<file path="src/rtl/gmps_pkg.sv">
package gmps_pkg;

	localparam int CELL_W = 16;
	localparam int OUT_W = 24;
	localparam int CFG_W = 9;
	localparam int CFG_IDX_W = 4;
	localparam int ROW_W = 8;

	localparam logic [CFG_IDX_W-1:0] REG_NUM_ROWS = 4'd0;
	localparam logic [CFG_IDX_W-1:0] REG_NUM_COLS = 4'd1;

	localparam logic [CFG_W-1:0] MAX_ROWS = 9'd256;
	localparam logic [OUT_W-1:0] OUT_MAX = {OUT_W{1'b1}};

	// Position of a cell within its grid, worked out when the beat is taken.
	typedef struct packed {
		logic first_row;
		logic first_col;
		logic has_right;
		logic last_col;
		logic last_grid;
	} gmps_tag_t;

	localparam int TAG_W = $bits(gmps_tag_t);

endpackage

</file>
<file path="src/rtl/gmps_front.sv">
module gmps_front #(
	parameter int MAX_COLS = 256,
	parameter int CW = 8
) (
	input  logic                               clk,
	input  logic                               arst_n,
	input  logic                               cfg_en,
	input  logic [gmps_pkg::CFG_IDX_W-1:0]     cfg_index,
	input  logic [gmps_pkg::CFG_W-1:0]         cfg_data,
	input  logic                               cell_valid,
	input  logic [gmps_pkg::CELL_W-1:0]        cell_value,
	input  logic                               push_ready,
	output logic                               push,
	output gmps_pkg::gmps_tag_t                push_tag,
	output logic [CW-1:0]                      push_col,
	output logic [gmps_pkg::CELL_W-1:0]        push_cell,
	output logic                               restart
);
	import gmps_pkg::*;

	localparam int XW = (CW > CFG_W ? CW : CFG_W) + 1;
	localparam logic [XW-1:0] MAX_COLS_X = XW'(MAX_COLS);

	logic [CFG_W-1:0] num_rows_q;
	logic [CFG_W-1:0] num_cols_q;
	logic [CW-1:0]    col_q;
	logic [ROW_W-1:0] row_q;
	logic [CFG_W-1:0] eff_rows;
	logic [XW-1:0]    eff_cols;
	logic [XW-1:0]    col_next;
	logic [CFG_W-1:0] row_next;
	logic             last_col;
	logic             last_row;

	always_comb begin
		if (num_rows_q == '0) begin
			eff_rows = CFG_W'(1);
		end else if (num_rows_q > MAX_ROWS) begin
			eff_rows = MAX_ROWS;
		end else begin
			eff_rows = num_rows_q;
		end
		if (num_cols_q == '0) begin
			eff_cols = XW'(1);
		end else if (XW'(num_cols_q) > MAX_COLS_X) begin
			eff_cols = MAX_COLS_X;
		end else begin
			eff_cols = XW'(num_cols_q);
		end
	end

	assign col_next = XW'(col_q) + XW'(1);
	assign row_next = CFG_W'(row_q) + CFG_W'(1);
	assign last_col = (col_next == eff_cols);
	assign last_row = (row_next == eff_rows);

	assign restart = cfg_en && (cfg_index == REG_NUM_ROWS || cfg_index == REG_NUM_COLS);
	assign push = cell_valid && push_ready;

	always_comb begin
		push_tag.first_row = (row_q == '0);
		push_tag.first_col = (col_q == '0);
		push_tag.has_right = !last_col;
		push_tag.last_col = last_col;
		push_tag.last_grid = last_col && last_row;
	end
	assign push_col = col_q;
	assign push_cell = cell_value;

	always_ff @(posedge clk or negedge arst_n) begin
		if (!arst_n) begin
			num_rows_q <= CFG_W'(1);
			num_cols_q <= CFG_W'(1);
			col_q <= '0;
			row_q <= '0;
		end else if (restart) begin
			if (cfg_index == REG_NUM_ROWS) begin
				num_rows_q <= cfg_data;
			end else begin
				num_cols_q <= cfg_data;
			end
			col_q <= '0;
			row_q <= '0;
		end else if (push) begin
			if (last_col) begin
				col_q <= '0;
				row_q <= last_row ? '0 : row_next[ROW_W-1:0];
			end else begin
				col_q <= col_next[CW-1:0];
			end
		end
	end

endmodule

</file>
<file path="config.mk">
export PLATFORM = sky130hd
export DESIGN_NAME = gmps_front
export DESIGN_NICKNAME = d
export VERILOG_FILES = /design/src/rtl/gmps_pkg.sv /design/src/rtl/gmps_front.sv
export SDC_FILE = /design/constraint.sdc
export NUM_CORES = 1
export LEC_CHECK = 0
export ABC_CLOCK_PERIOD_IN_PS = 3300
export BUFFER_PORTS_ARGS = -buffer_cell sky130_fd_sc_hd__buf_4
export CORE_UTILIZATION = 45
export CTS_CLUSTER_SIZE = 16
export DETAILED_ROUTE_END_ITERATION = 8
export PLACE_DENSITY = 0.68
export SKIP_CTS_REPAIR_TIMING = 1
export SLEW_MARGIN = 0
export SYNTH_ARGS = -nofsm -noshare
export SYNTH_HDL_FRONTEND = slang
export SYNTH_SLANG_ARGS = --single-unit
</file>
<file path="constraint.sdc">
create_clock -name clk -period 3.3 [get_ports clk]
set_input_delay 0.33 -clock clk [delete_from_list [all_inputs] [get_ports clk]]
set_output_delay 0.33 -clock clk [all_outputs]
set_load 0.01 [all_outputs]
</file>
==> run summary <==
Status -> complete, but fails checks
Failing checks -> negative hold slack
Final core utilization -> 50.6%
Multi-input combinational cell area -> 0.00145 sq mm
Internal Pwr Total -> 1.01 mW
Slew Viols, Final -> 0
Layout cells sized above 1 -> 24.3%
Post-synth EDFFs -> 0
Seq/Total Area, Yosys -> 33.2%
Clk pwr share -> 19.7%
GRT Residual Overflow -> 0
Syn nets -> 326
Avg Cell Area, Syn -> 8.94 sq um
Placed cells -> 360
Synth async-reset ratio -> 100%
FP Rows -> 27
Reg clk slew, reported paths -> 80 ps
Netlist Area Pre-Place -> 0.00257 sq mm
Nets -> 333
Commonest cells post-synth -> dfrtp_1, nand2_1, buf_4, nor2_1, mux2_2
TritonRoute pass-1 iters -> 4
Clock sink total -> 34
Largest net degree at the start of global routing -> 35
Global placement routability congestion -> 0.893
Via count -> 2108
Sequential cell area -> 853 sq um
Vias in the first global route -> 2005
Die Area -> 0.00603 sq mm
Sw Share -> 38.4%
IO buf count -> 32
Max Cap Violations -> 0
Sequential share of power -> 39.6%
Final Non-Filler Cells -> 368
FF+latch count, synth -> 34
Ys flop type -> dfrtp_1
Vias/cell -> 5.73
Pleak -> 1.19 nW
Synth Warn # -> 0
Post-synth top area share -> 31.1%
Min Clock Period, post-route -> 3100 ps
CP Capture Type -> primary output
Setup TNS -> 0 ps
DRC -> 0
Req. time, crit path -> 2970 ps
Unrepaired setup endpoints after global routing -> false
Clock skew -> 10.8 ps
Cell count after synthesis -> 288
Initial Util -> 46.7%
Worst hold slack -> -20.2 ps
Kind of critical path -> flop to primary output
Crit path max fanout -> 8
Relative slew margins -> 53.3%
# IOs -> 65
Initial antenna violation count -> 0
Switching Power -> 631 uW
Final Hold Fails -> 25
Gate power share -> 40.8%
Num CTS Buffers -> 5
Post-DP HPWL -> 4270 microns
Die Wd -> 77.6 microns
CTS tree -> yes
VDD IR max -> 0.354 mV
Ranking of synthesized cells by area -> dfrtp_1, mux2_2, buf_4, nand2_1, a21oi_1
Total Routing Usage GR -> 20.6%
Core region area -> 0.00551 sq mm
Worst setup SP type -> flop
Pwr dens -> 590 mW/mm^2
Final cycle utilization of the critical path -> 94.1%
Antenna-violating nets left -> 0
Synth unique cells -> 57
Ant diodes -> 0
HP Class -> input port to asynchronous set/reset pin
Final setup fails -> 0
Fmax -> 0.322 GHz
Final WL -> 5740 microns
Worst Tran Pin Value -> 698 ps
Root Driver -> clkbuf_8
Post-synth top area cell -> dfrtp_1
Most frequent cell after synthesis -> dfrtp_1
DRT iter0 DRCs -> 193
First-pass GRT wire length -> 9820 microns
Area growth syn-to-layout -> 8.26%
Fillers -> 529
H-tree depth -> 2
Clk_lat worst skew -> 290 ps
Worst EP arrival -> 2770 ps
CTS max path bufs -> 2
Die height -> 77.6 microns
Routed WL per cell -> 15.6 microns
## metrics by stage
step                area [sq um]  worst slack (ps)  power, mW
floorplan                   2570               751       1.17
global placement            2700               529       1.32
detailed placement          2700               528       1.33
CTS                         2790               204       1.65
global route                2790              13.7       1.76
finish                      2790               196       1.64
## state kept, by name, summed over array words and instances, names as in the netlist
signal and count:
num_cols_q 9, num_rows_q 9, push_col 8, row_q 8
## critical path, stage by stage (launching register included)
cell      delay [ps]
dfrtp_1          490
ha_1             360
nand3_4          160
nor3_1           290
nand4b_1         130
o41a_1           170
or2_2            370
nand2b_1         200
nor2_1           170
buf_4            150
## logic make-up after synthesis
group | synth area share (%)
simple gates | 24.7
xor+xnor | 6.61
buf+inv | 10.5
compound gates | 15.1
fa+ha+maj | 1.94
mux | 7.97
flops | 33.2
## path summary, 6_finish.rpt
path	slack [ps]	to	from	cells after the start
worst min register to register	540	num_cols_q[7]	num_cols_q[7]	1
max in group asynchronous	2960	num_cols_q[0]	arst_n	1
worst max-delay path	200	push_tag[0]	push_col[0]	9
worst max register to register	670	row_q[7]	row_q[0]	8
min in group clk	270	num_rows_q[8]	cfg_data[8]	3
worst min-delay path	-20	row_q[4]	arst_n	1
## power by group through the flow
stage                     clock network, mW  registers [mW]  logic (mW)
after global placement                    0           0.652       0.668
final                                 0.323           0.650       0.670
after floorplan                           0           0.600       0.570
after detailed placement                  0           0.658       0.669
after global routing                  0.343           0.670       0.751
after CTS                             0.331           0.649       0.672
## cells in the final DEF (no fill, tap or decap), types with 8 or more instances in the layout
cell type | synthesis | layout
inv_1 | 14 | 14
xnor2_1 | 8 | 8
o21ai_0 | 9 | 9
nor2_1 | 17 | 17
nand2_1 | 22 | 22
mux2_2 | 16 | 16
nand3_1 | 11 | 11
buf_4 | 17 | 33
nor3_1 | 13 | 13
dfrtp_1 | 32 | 32
a21oi_1 | 15 | 15
## cell type report
class | count | share of cell area, %
clock buffer | 7 | 3.10
clock inverter | 1 | 0.180
inverter | 14 | 1.89
multi-input combinational | 207 | 52.1
sequential | 34 | 30.6
tap | 72 | 3.23
timing repair buffer | 33 | 8.89
## per-layer routing
layer / vias up / track usage (%) / wire length (microns)
met3: 14 / 3.65 / 288
met4: 0 / 7.17 / 99
met5: - / 0 / 0
li1: 1041 / - / -
met1: 991 / 29.0 / 2770
met2: 62 / 31.8 / 2580
Note: power is estimated with default switching activity, not from simulation.
