File: config.mk
export PLATFORM = sky130hd
export DESIGN_NAME = gmps_queue
export DESIGN_NICKNAME = d
export VERILOG_FILES = /design/src/rtl/gmps_queue.sv
export SDC_FILE = /design/constraint.sdc
export NUM_CORES = 1
export LEC_CHECK = 0
export BUFFER_PORTS_ARGS = -buffer_cell sky130_fd_sc_hd__buf_2
export CORE_AREA = 8 8 52 54
export CTS_CLUSTER_SIZE = 40
export DETAILED_ROUTE_END_ITERATION = 12
export DIE_AREA = 0 0 60 62
export PLACE_DENSITY = 0.78
export SETUP_SLACK_MARGIN = 0.15
export SLEW_MARGIN = 20
export SYNTH_ARGS = -nofsm -noshare
export SYNTH_HDL_FRONTEND = slang
export SYNTH_SLANG_ARGS = --single-unit
File: constraint.sdc
create_clock -name clk -period 1.2 [get_ports clk]
set_input_delay 0.24 -clock clk [delete_from_list [all_inputs] [get_ports clk]]
set_output_delay 0.24 -clock clk [all_outputs]
set_load 0.005 [all_outputs]
File: src/rtl/gmps_queue.sv
module gmps_queue #(
	parameter int DATA_W = 8
) (
	input  logic              clk,
	input  logic              arst_n,
	input  logic              push,
	input  logic [DATA_W-1:0] push_data,
	output logic              push_ready,
	input  logic              pop,
	output logic              pop_valid,
	output logic [DATA_W-1:0] pop_data
);
	logic [DATA_W-1:0] slot_q [2];
	logic              wr_ptr_q;
	logic              rd_ptr_q;
	logic [1:0]        count_q;

	assign push_ready = (count_q != 2'd2);
	assign pop_valid = (count_q != 2'd0);
	assign pop_data = slot_q[rd_ptr_q];

	always_ff @(posedge clk) begin
		if (push) begin
			slot_q[wr_ptr_q] <= push_data;
		end
	end

	always_ff @(posedge clk or negedge arst_n) begin
		if (!arst_n) begin
			wr_ptr_q <= 1'b0;
			rd_ptr_q <= 1'b0;
			count_q <= 2'd0;
		end else begin
			if (push) begin
				wr_ptr_q <= !wr_ptr_q;
			end
			if (pop) begin
				rd_ptr_q <= !rd_ptr_q;
			end
			if (push && !pop) begin
				count_q <= count_q + 2'd1;
			end else if (pop && !push) begin
				count_q <= count_q - 2'd1;
			end
		end
	end

endmodule

==> metrics, run 1 <==
Final Instance Count excl. Fillers around 100; clk sinks 20; share of cells above drive strength 1 between 50% and 60%; Pre-Repair DR Iteration Count 2; first-pass GRT wire length approximately 2.2 mm; CTS tree yes; multi-input logic area approximately 220 µm²; Int Pwr roughly 0.0018 W; fillers between 100 and 150; Final Skew about 0.0073 ns; drt wl/cell 14.1 µm; gpl congestion 0.613; antenna violations before repair 0; Worst setup SP type register; crit-path max cell delay 0.42 ns; layout overhead on the synthesized area 39.4%; IO buf count 21; Comb power frac 46.1%; H-tree levels 1; LEAKAGE approximately 0.48 nW; most frequent CP cell buf_6; Net Sw Power around 0.00066 W; Seq cells post-synth 20; sequential power share a little over two fifths; Initial DRC Count 7; overflow left after global routing 0; Crit Path Max Fanout 4; Design Area, Final around 1100 µm²; Worst Path Buf+Inv 2; post-layout min period 1.50 ns; GRT Util Overall 8.33%; final setup vio count 10; Net Sw Frac between 20% and 30%; Post-Place Cells 91; Vias about 450; number of global-route vias before repair just over 500; final worst slack -0.297 ns; WP data required 0.96 ns; P per Cell Area approximately 2200 nW/µm²; HP Class primary input to register; max-cap viol count 0; Root Driver clkbuf_4; WS Path Type register to output pin; Avg Cell Area, Syn 19.5 µm²; crit path cell chain buf_6, mux2_4, buf_6; antenna fix cells 0; num ports 22; Register Area 582 µm²; clock latency on the worst-skew pair between 0.2 and 0.3 ns; core box area 1900 µm²; chip width 60 µm; RSZ-0062 raised after global routing true; FP Rows 16; Ys Warns 0; final worst path period share 125%; failing checks negative setup slack; critical path's top delay family flip-flops; Die Span Y 62 µm; post-synthesis cell type count 13; DRT antenna net count 0; Max-slew headroom 90.2%; R2R setup slack between 0.15 and 0.2 ns; critical path capture point type output pin; Tightest Pin Transition 0.148 ns; DR DRC count 0; Synthesized Nets 54; post-layout util approximately three fifths; post-synthesis sequential area ratio 72.5%; clock slew at the register clock pins of the worst setup and hold paths 0.10 ns; Fin. Hold Viols 0; Peak VDD IR 0.00132 V; Post-Syn Area between 800 and 900 µm²; Final #Nets roughly 90; Total Wirelength around 1.4 mm; pin count of the biggest net entering global routing 12; Initial Util between 40% and 50%; crit path DAT ~1.3 ns; status complete, but fails checks; post-DP HPWL approximately 950 µm; highest clock rate between 600 and 700 MHz; Clock Tree Buf Depth 2; vias per cell approximately 4.5; fin. max-slew vios 0; clock network power share about an eighth; slowest stage cell, crit path dfrtp_2; die area 3720 µm²; clock buffer count from CTS 3; placed inst area roughly 950 µm²; cell count after synthesis around 40
-- worst paths after layout --
path                               from            to  depth (start not counted)
setup reg to reg             count_q[0]    count_q[1]                          4
hold / removal             push_data[2]  slot_q[1][2]                          1
min in group asynchronous        arst_n      wr_ptr_q                          2
max in group asynchronous        arst_n      rd_ptr_q                          2
hold reg to reg                wr_ptr_q      wr_ptr_q                          1
setup / recovery               rd_ptr_q   pop_data[6]                          3
-- cells by family (layout without fill, tap and decap cells) --
kind of cell             Yosys count  count (layout)  share of synthesized area (%)
adder cells (fa/ha/maj)            1               1                           1.56
XOR/XNOR                           5               5                           5.47
flip-flops                        20              20                           72.5
AND/OR/NAND/NOR                    5               5                           3.60
multiplexers                       8               8                           15.0
buffers and inverters              2              35                           1.87
-- synthesized netlist by cell type --
master    number  area, µm²
mux2_4         8        120
and2_1         1       6.26
dfrtp_1        4        100
nor2b_1        1       6.26
inv_1          1       3.75
or2_2          1       6.26
nor2_1         1       3.75
ha_1           1       12.5
edfxtp_1      16        480
buf_6          1       11.3
xnor2_1        1       8.76
xor2_1         4       35.0
nand2b_1       1       6.26
-- layout make-up --
type	instances	area share (%)
Timing Repair Buffer	30	22.6
Clock buffer	4	2.35
Inverter	1	0.336
Sequential cell	20	52.1
Multi-Input combinational cell	19	19.5
Tap cell	27	3.03
-- per-layer routing --
layer  wire length (µm)  share of wire, %  track usage (%)  vias up
met3                 87               6.1             3.50        0
li1                   -                 -                -      214
met4                  0                 0             4.08        0
met2                748                53             14.5       16
met1                586                41             8.50      221
met5                  0                 0                0        -
-- state kept, by name (all words and copies together) (netlist names) --
name and cells:
rd_ptr_q 1, count_q 2, slot_q 16, wr_ptr_q 1
-- power by group through the flow --
stage | clock, W | combinational (W) | sequential [W]
2_1_floorplan | 0 | 0.000487 | 0.00102
3_3_place_gp | 0 | 0.000644 | 0.00110
3_5_place_dp | 0 | 0.000656 | 0.00111
4_1_cts | 0.000321 | 0.00109 | 0.00103
5_1_grt | 0.000351 | 0.00123 | 0.00105
6_report | 0.000309 | 0.00115 | 0.00104
-- placed cells by master (no fill, tap or decap), drive strengths merged --
| cell type | n |
|---|---|
| xor2 | 4 |
| inv | 1 |
| dfrtp | 4 |
| mux2 | 8 |
| xnor2 | 1 |
| dlygate4sd3 | 1 |
| clkbuf | 4 |
| nand2b | 1 |
| nor2b | 1 |
| or2 | 1 |
| edfxtp | 16 |
| and2 | 1 |
| ha | 1 |
| nor2 | 1 |
| buf | 29 |
-- what timing repair did --
action | in CTS | in global routing
resized for setup | 15 | 3
setup endpoints to repair | 11 | 11
pin swaps | 0 | 2
hold endpoints to repair | 4 | 0
hold buffers | 1 | 0
buffers inserted | 5 | 0
-- through the flow --
stage	TNS [ns]	setup slack (ns)	power [W]	hold WS, ns
floorplan	0	0.170	0.00151	-0.0556
global placement	-1.03	-0.138	0.00174	0.0499
detailed placement	-1.24	-0.159	0.00177	0.0533
CTS	-2.59	-0.312	0.00244	0.124
global route	-3.00	-0.353	0.00263	0.114
finish	-2.48	-0.297	0.00250	0.133
Power figures use the tool's default switching activity.
==> run 2: changes to the inputs <==
--- a/config.mk
+++ b/config.mk
@@ -10,6 +10,7 @@
 export CTS_CLUSTER_SIZE = 40
 export DETAILED_ROUTE_END_ITERATION = 12
 export DIE_AREA = 0 0 60 62
+export MAX_ROUTING_LAYER = met4
 export PLACE_DENSITY = 0.78
 export SETUP_SLACK_MARGIN = 0.15
 export SLEW_MARGIN = 20
==> metrics, run 2 (synthesis gave the netlist of run 1 again) <==
status complete, but fails checks; failing checks negative setup slack; LEAKAGE 0.482 nW (unchanged); Root Driver clkbuf_4; clock slew at the register clock pins of the worst setup and hold paths 0.10 ns (about the same); Die Span Y 62 µm (unchanged); crit-path max cell delay 0.42 ns (about the same); DRT antenna net count 0 (unchanged); critical path capture point type output pin; vias per cell 4.49 (+0.44%); clock latency on the worst-skew pair 0.29 ns (about the same); post-layout util 58.7% (unchanged); post-DP HPWL 947 µm (unchanged); fin. max-slew vios 0 (unchanged); Initial Util 42.1% (unchanged); max-cap viol count 0 (unchanged); share of cells above drive strength 1 59.5% (unchanged); final worst path period share 125% (about the same); slowest stage cell, crit path dfrtp_2; die area 3720 µm² (unchanged); FP Rows 16 (unchanged); overflow left after global routing 0 (unchanged); Pre-Repair DR Iteration Count 2 (unchanged); antenna fix cells 0 (unchanged); largest reg by FF count slot_q; layout overhead on the synthesized area 39.4% (unchanged); crit path DAT 1.26 ns (about the same); antenna violations before repair 0 (unchanged); crit path cell chain buf_6, mux2_4, buf_6; num ports 22 (unchanged); Worst setup SP type register; CTS tree yes; highest clock rate 668 MHz (about the same); Final #Nets 88 (unchanged); P per Cell Area 2240 nW/µm² (about the same); first-pass GRT wire length 2.19 mm (-0.64%); Tightest Pin Transition 0.148 ns (+0.000476 ns); drt wl/cell 14.0 µm (-0.35%); Vias 453 (+0.44%); HP Class primary input to register; DP Worst Slack -0.159 ns (unchanged); fillers 149 (unchanged); most common cell after layout, fill and taps aside edfxtp_1; post-layout min period 1.50 ns (-0.000446 ns); Most Crowded Layer GR met2; gpl congestion 0.617 (+0.70%); Clock Tree Buf Depth 2 (unchanged); IO buf count 21 (unchanged); met1 GRT Util 8.74% (+0.25 points); most frequent cells in the layout edfxtp_1, buf_6, buf_2, mux2_4; final worst slack -0.296 ns (+0.000446 ns); WHS 0.133 ns (+0.00000200 ns); Peak VDD IR 0.00132 V (about the same); met2 GRT Util 14.5% (unchanged); Top Registers slot_q x16, count_q x2; Fin Setup TNS -2.48 ns (+0.00445 ns); GRT Util Overall 8.52% (+0.19 points); final setup vio count 10 (unchanged); max reg flops 16 (unchanged); clk sinks 20 (unchanged); WS Path Type register to output pin; DR DRC count 0 (unchanged); chip width 60 µm (unchanged); Fin. Hold Viols 0 (unchanged); Final Skew 0.00761 ns (+0.000294 ns); H-tree levels 1 (unchanged); WP data required 0.96 ns (about the same); most frequent CP cell buf_6; RSZ-0062 raised after global routing true; number of global-route vias before repair 512 (+0.20%); pin count of the biggest net entering global routing 12 (unchanged); Initial DRC Count 5 (-2); routing usage on met3 2.88% (-0.62 points); Crit Path Max Fanout 4 (unchanged); core box area 1900 µm² (unchanged); Total Wirelength 1.42 mm (-0.35%); Max-slew headroom 90.1% (about the same); clock buffer count from CTS 3 (unchanged)
run 2: cell counts in the layout (fill, tap and decap cells not counted):
No cell type changed its count.
run 2: where the power goes:
group	internal (W)	switching [W]	total, W	leakage (nW)
Combinational	0.000759	0.000392	0.00115	0.271
Sequential	0.000946	0.0000927	0.00104	0.196
Clock	0.000129	0.000179	0.000308	0.0150
Total	0.00183	0.000664	0.00250	0.482
run 2: worst max-delay path, delay by kind of cell, from the launching register on:
kind	cells	cell delay (ns)
buffers and inverters	2	0.26
DFF	1	0.42
muxes	1	0.30
run 2: final cells by class:
cell class	instances	area [µm²]	share of cell area (%)
multi-input combinational	19	218	19.5
inverter	1	3.75	0.336
timing repair buffer	30	253	22.6
sequential	20	582	52.1
tap	27	33.8	3.03
clock buffer	4	26.3	2.35
run 2: timing repair:
action                                 4_1_cts  5_1_grt
setup endpoints to repair                   11       11
endpoints found under the hold margin        4        0
pin swaps                                    0        2
gates resized for setup                     15        3
setup buffers                                5        0
hold buffers                                 1        0
run 2: routing by layer:
layer	vias to the layer above	routed length [µm]
met5	-	0
met4	0	0
met3	0	69
met2	16	744
met1	223	603
li1	214	-
run 2: through the flow:
stage                     instances  power (W)  cell area (µm²)
after floorplan                  41    0.00151              803
after global placement           91    0.00174              953
after detailed placement         91    0.00177              953
after CTS                       101    0.00244             1100
after global routing            101    0.00263             1120
final                           101    0.00250             1120
run 2: final timing paths:
kind / from / to / slack [ns] / depth (start not counted)
max: rd_ptr_q / pop_data[6] / -0.30 / 3
min: push_data[2] / slot_q[1][2] / 0.13 / 1
max reg2reg: count_q[0] / count_q[1] / 0.16 / 4
min reg2reg: wr_ptr_q / wr_ptr_q / 0.51 / 1
max in group asynchronous: arst_n / rd_ptr_q / 0.79 / 2
min in group asynchronous: arst_n / wr_ptr_q / 0.27 / 2
==> run 3: changes to the inputs <==
--- a/config.mk
+++ b/config.mk
@@ -5,13 +5,14 @@
 export SDC_FILE = /design/constraint.sdc
 export NUM_CORES = 1
 export LEC_CHECK = 0
+export ABC_AREA = 1
 export BUFFER_PORTS_ARGS = -buffer_cell sky130_fd_sc_hd__buf_2
-export CORE_AREA = 8 8 52 54
+export CORE_AREA = 8 8 53 55
 export CTS_CLUSTER_SIZE = 40
 export DETAILED_ROUTE_END_ITERATION = 12
-export DIE_AREA = 0 0 60 62
+export DIE_AREA = 0 0 61 63
 export MAX_ROUTING_LAYER = met4
-export PLACE_DENSITY = 0.78
+export PLACE_DENSITY = 0.77
 export SETUP_SLACK_MARGIN = 0.15
 export SLEW_MARGIN = 20
 export SYNTH_ARGS = -nofsm -noshare
==> metrics, run 3 <==
status complete, but fails checks; failing checks negative setup slack; die area 3840 µm² (+3.3%); Post-synth ARST share 20.0% (unchanged); most frequent cells in the layout edfxtp_1, buf_2, buf_6, buf_4, mux2_4; largest reg by FF count slot_q; WS Path Type register to output pin; max reg flops 16 (unchanged); CTS tree yes; synth cell count leaders edfxtp_1, mux2_4, inv_1, nand2_1, dfrtp_1; layout overhead on the synthesized area 39.0%; WP data required 0.96 ns (about the same); critical path capture point type output pin; most frequent CP cell buf_6; Total Wirelength 1.57 mm (+11%); IO buf count 21 (unchanged); Design Area, Final 1140 µm² (+1.9%); Ys Warns 0 (unchanged); ranking of synthesized cells by area edfxtp_1, mux2_4, dfrtp_1; Final #Nets 101 (+15%); post-DP HPWL 1.05 mm (+11%); Post-synth EDFFs 16 (unchanged); FF-to-FF End rd_ptr_q; P per Cell Area 2220 nW/µm² (-1.0%); Initial DRC Count 13 (+8); core box area 2060 µm² (+8.5%); Synth Flop Type edfxtp_1; highest clock rate 662 MHz (-0.88%); Final Skew 0.00421 ns (-0.00339 ns); pin count of the biggest net entering global routing 12 (unchanged); Synthesized Nets 63 (+17%); crit path DAT 1.27 ns (about the same); chip width 61 µm (+1.7%); DR WL met2 839 µm (+13%); Peak VDD IR 0.00115 V (-13%); drt wl/cell 13.6 µm (-2.9%); crit path cell chain buf_6, mux2_4, buf_6; final setup vio count 8 (-2); clk sinks 20 (unchanged); Post-Place Cells 100 (+9.9%); Post-Syn Area 818 µm² (+2.2%); DRT antenna net count 0 (unchanged); critical path's top delay family flip-flops; Seq cells post-synth 20 (unchanged); crit-path max cell delay 0.42 ns (about the same); Max-slew headroom 87.6% (-2.5 points); Root Driver clkbuf_4; Vias 506 (+12%); WHS 0.131 ns (-0.00201 ns); reg2reg path depth 4 (unchanged); post-layout min period 1.51 ns (+0.0133 ns); Die Span Y 63 µm (+1.6%); WL met1 588 µm (-2.5%); Worst setup startpoint rd_ptr_q; LEAKAGE 0.514 nW (+6.7%); H-tree levels 1 (unchanged); clock slew at the register clock pins of the worst setup and hold paths 0.10 ns (about the same); vias per cell 4.40 (-1.9%); num ports 22 (unchanged); Tightest Pin Transition 0.185 ns (+0.0372 ns); fin. max-slew vios 0 (unchanged); DR DRC count 0 (unchanged); Top Registers slot_q x16, count_q x2; final worst path period share 126% (+1.1 points); post-layout util 55.1% (-3.6 points); clock latency on the worst-skew pair 0.29 ns (about the same); clock buffer count from CTS 3 (unchanged); Avg Cell Area, Syn 16.4 µm² (-16%); Fin. Hold Viols 0 (unchanged); post-synthesis cell type count 12 (-1); post-synthesis sequential area ratio 70.9% (-1.6 points); antenna fix cells 0 (unchanged); largest area contributor in the netlist edfxtp_1; slowest stage cell, crit path dfrtp_2; number of global-route vias before repair 545 (+6.4%); placed inst area 965 µm² (+1.2%); GRT Util Overall 8.35% (-0.17 points); WP depth 3 (unchanged); antenna violations before repair 0 (unchanged); Worst setup SP type register; Clock Tree Buf Depth 2 (unchanged); top-area cell type share of the netlist area 58.7% (-1.3 points); Initial Util 39.7% (-2.4 points); overflow left after global routing 0 (unchanged); Fin Setup TNS -2.40 ns (+0.0729 ns); RSZ-0062 raised after global routing true; final worst slack -0.310 ns (-0.0133 ns); max-cap viol count 0 (unchanged); Crit Path Max Fanout 5 (+1); most common cell after layout, fill and taps aside edfxtp_1; HP Class primary input to register; R2R setup slack 0.17 ns (about the same); uppermost routed layer met4; share of cells above drive strength 1 57.5% (-2.0 points); first-pass GRT wire length 2.26 mm (+3.5%); most numerous cell in the Yosys netlist edfxtp_1; crit path capture pop_data[7]; Final Instance Count excl. Fillers 115 (+14%); cell count after synthesis 50 (+22%); met3 WL 123 µm (+78%); Worst Path Buf+Inv 2 (unchanged); FP Rows 17 (+1); Pre-Repair DR Iteration Count 4 (+2); FF-to-FF Start rd_ptr_q; gpl congestion 0.630 (+2.2%)
-- run 3: changes by cell type after synthesis --
cell,change
nand2_1,+7
inv_1,+6
xor2_1,-2
and2_1,-1
nand2b_1,-1
nand3_1,+1
nand4_1,+1
nor2b_1,-1
or2_2,-1
-- run 3: per-layer routing --
metal | vias up | global-route usage [%]
li1 | 247 | -
met1 | 239 | 7.92
met2 | 18 | 14.2
met3 | 2 | 2.88
met4 | 0 | 4.37
met5 | - | -
-- run 3: power by group --
| part | internal, W | switching (W) | total [W] | leakage (nW) |
|---|---|---|---|---|
| registers | 0.000945 | 0.0000835 | 0.00103 | 0.196 |
| clock network | 0.000121 | 0.000187 | 0.000308 | 0.0154 |
| logic | 0.000748 | 0.000436 | 0.00118 | 0.303 |
-- run 3: through the flow --
| step | total power [W] | setup WS, ns |
|---|---|---|
| 5_1_grt | 0.00267 | -0.361 |
| 2_1_floorplan | 0.00152 | 0.170 |
| 4_1_cts | 0.00243 | -0.323 |
| 6_report | 0.00252 | -0.310 |
| 3_5_place_dp | 0.00178 | -0.157 |
| 3_3_place_gp | 0.00174 | -0.136 |
-- run 3: cell families (layout without fill, tap and decap cells) --
| family | Yosys count | in the layout | share of synthesized area (%) |
|---|---|---|---|
| xor+xnor | 3 | 3 | 3.21 |
| fa+ha+maj | 1 | 1 | 1.53 |
| buf+inv | 8 | 45 | 4.59 |
| flops | 20 | 20 | 70.9 |
| mux | 8 | 8 | 14.7 |
| simple gates | 10 | 10 | 5.05 |
-- run 3: repair_timing --
action | 4_1_cts | 5_1_grt
resized for setup | 15 | 1
hold buffers | 1 | 0
hold endpoints to repair | 4 | 0
setup buffers | 6 | 4
pin swaps | 0 | 2
cloned | 0 | 0
setup endpoints to repair | 19 | 15
-- run 3: cell type report --
cell class	instances	area, µm²
clock buffer	3	22.5
multi-input combinational	22	205
sequential	20	582
clock inverter	1	3.75
timing repair buffer	34	263
tap	28	35.0
inverter	7	26.3
fill	188	926
-- run 3: worst min path at each step --
stage | slack, ns | start | cells after the start | endpoint
floorplan | -0.06 | arst_n | 0 | count_q[0]
global placement | 0.05 | arst_n | 1 | count_q[1]
detailed placement | 0.06 | arst_n | 1 | count_q[1]
CTS | 0.12 | pop | 2 | rd_ptr_q
global route | 0.10 | push_data[4] | 1 | slot_q[0][4]
finish | 0.13 | push_data[7] | 1 | slot_q[1][7]
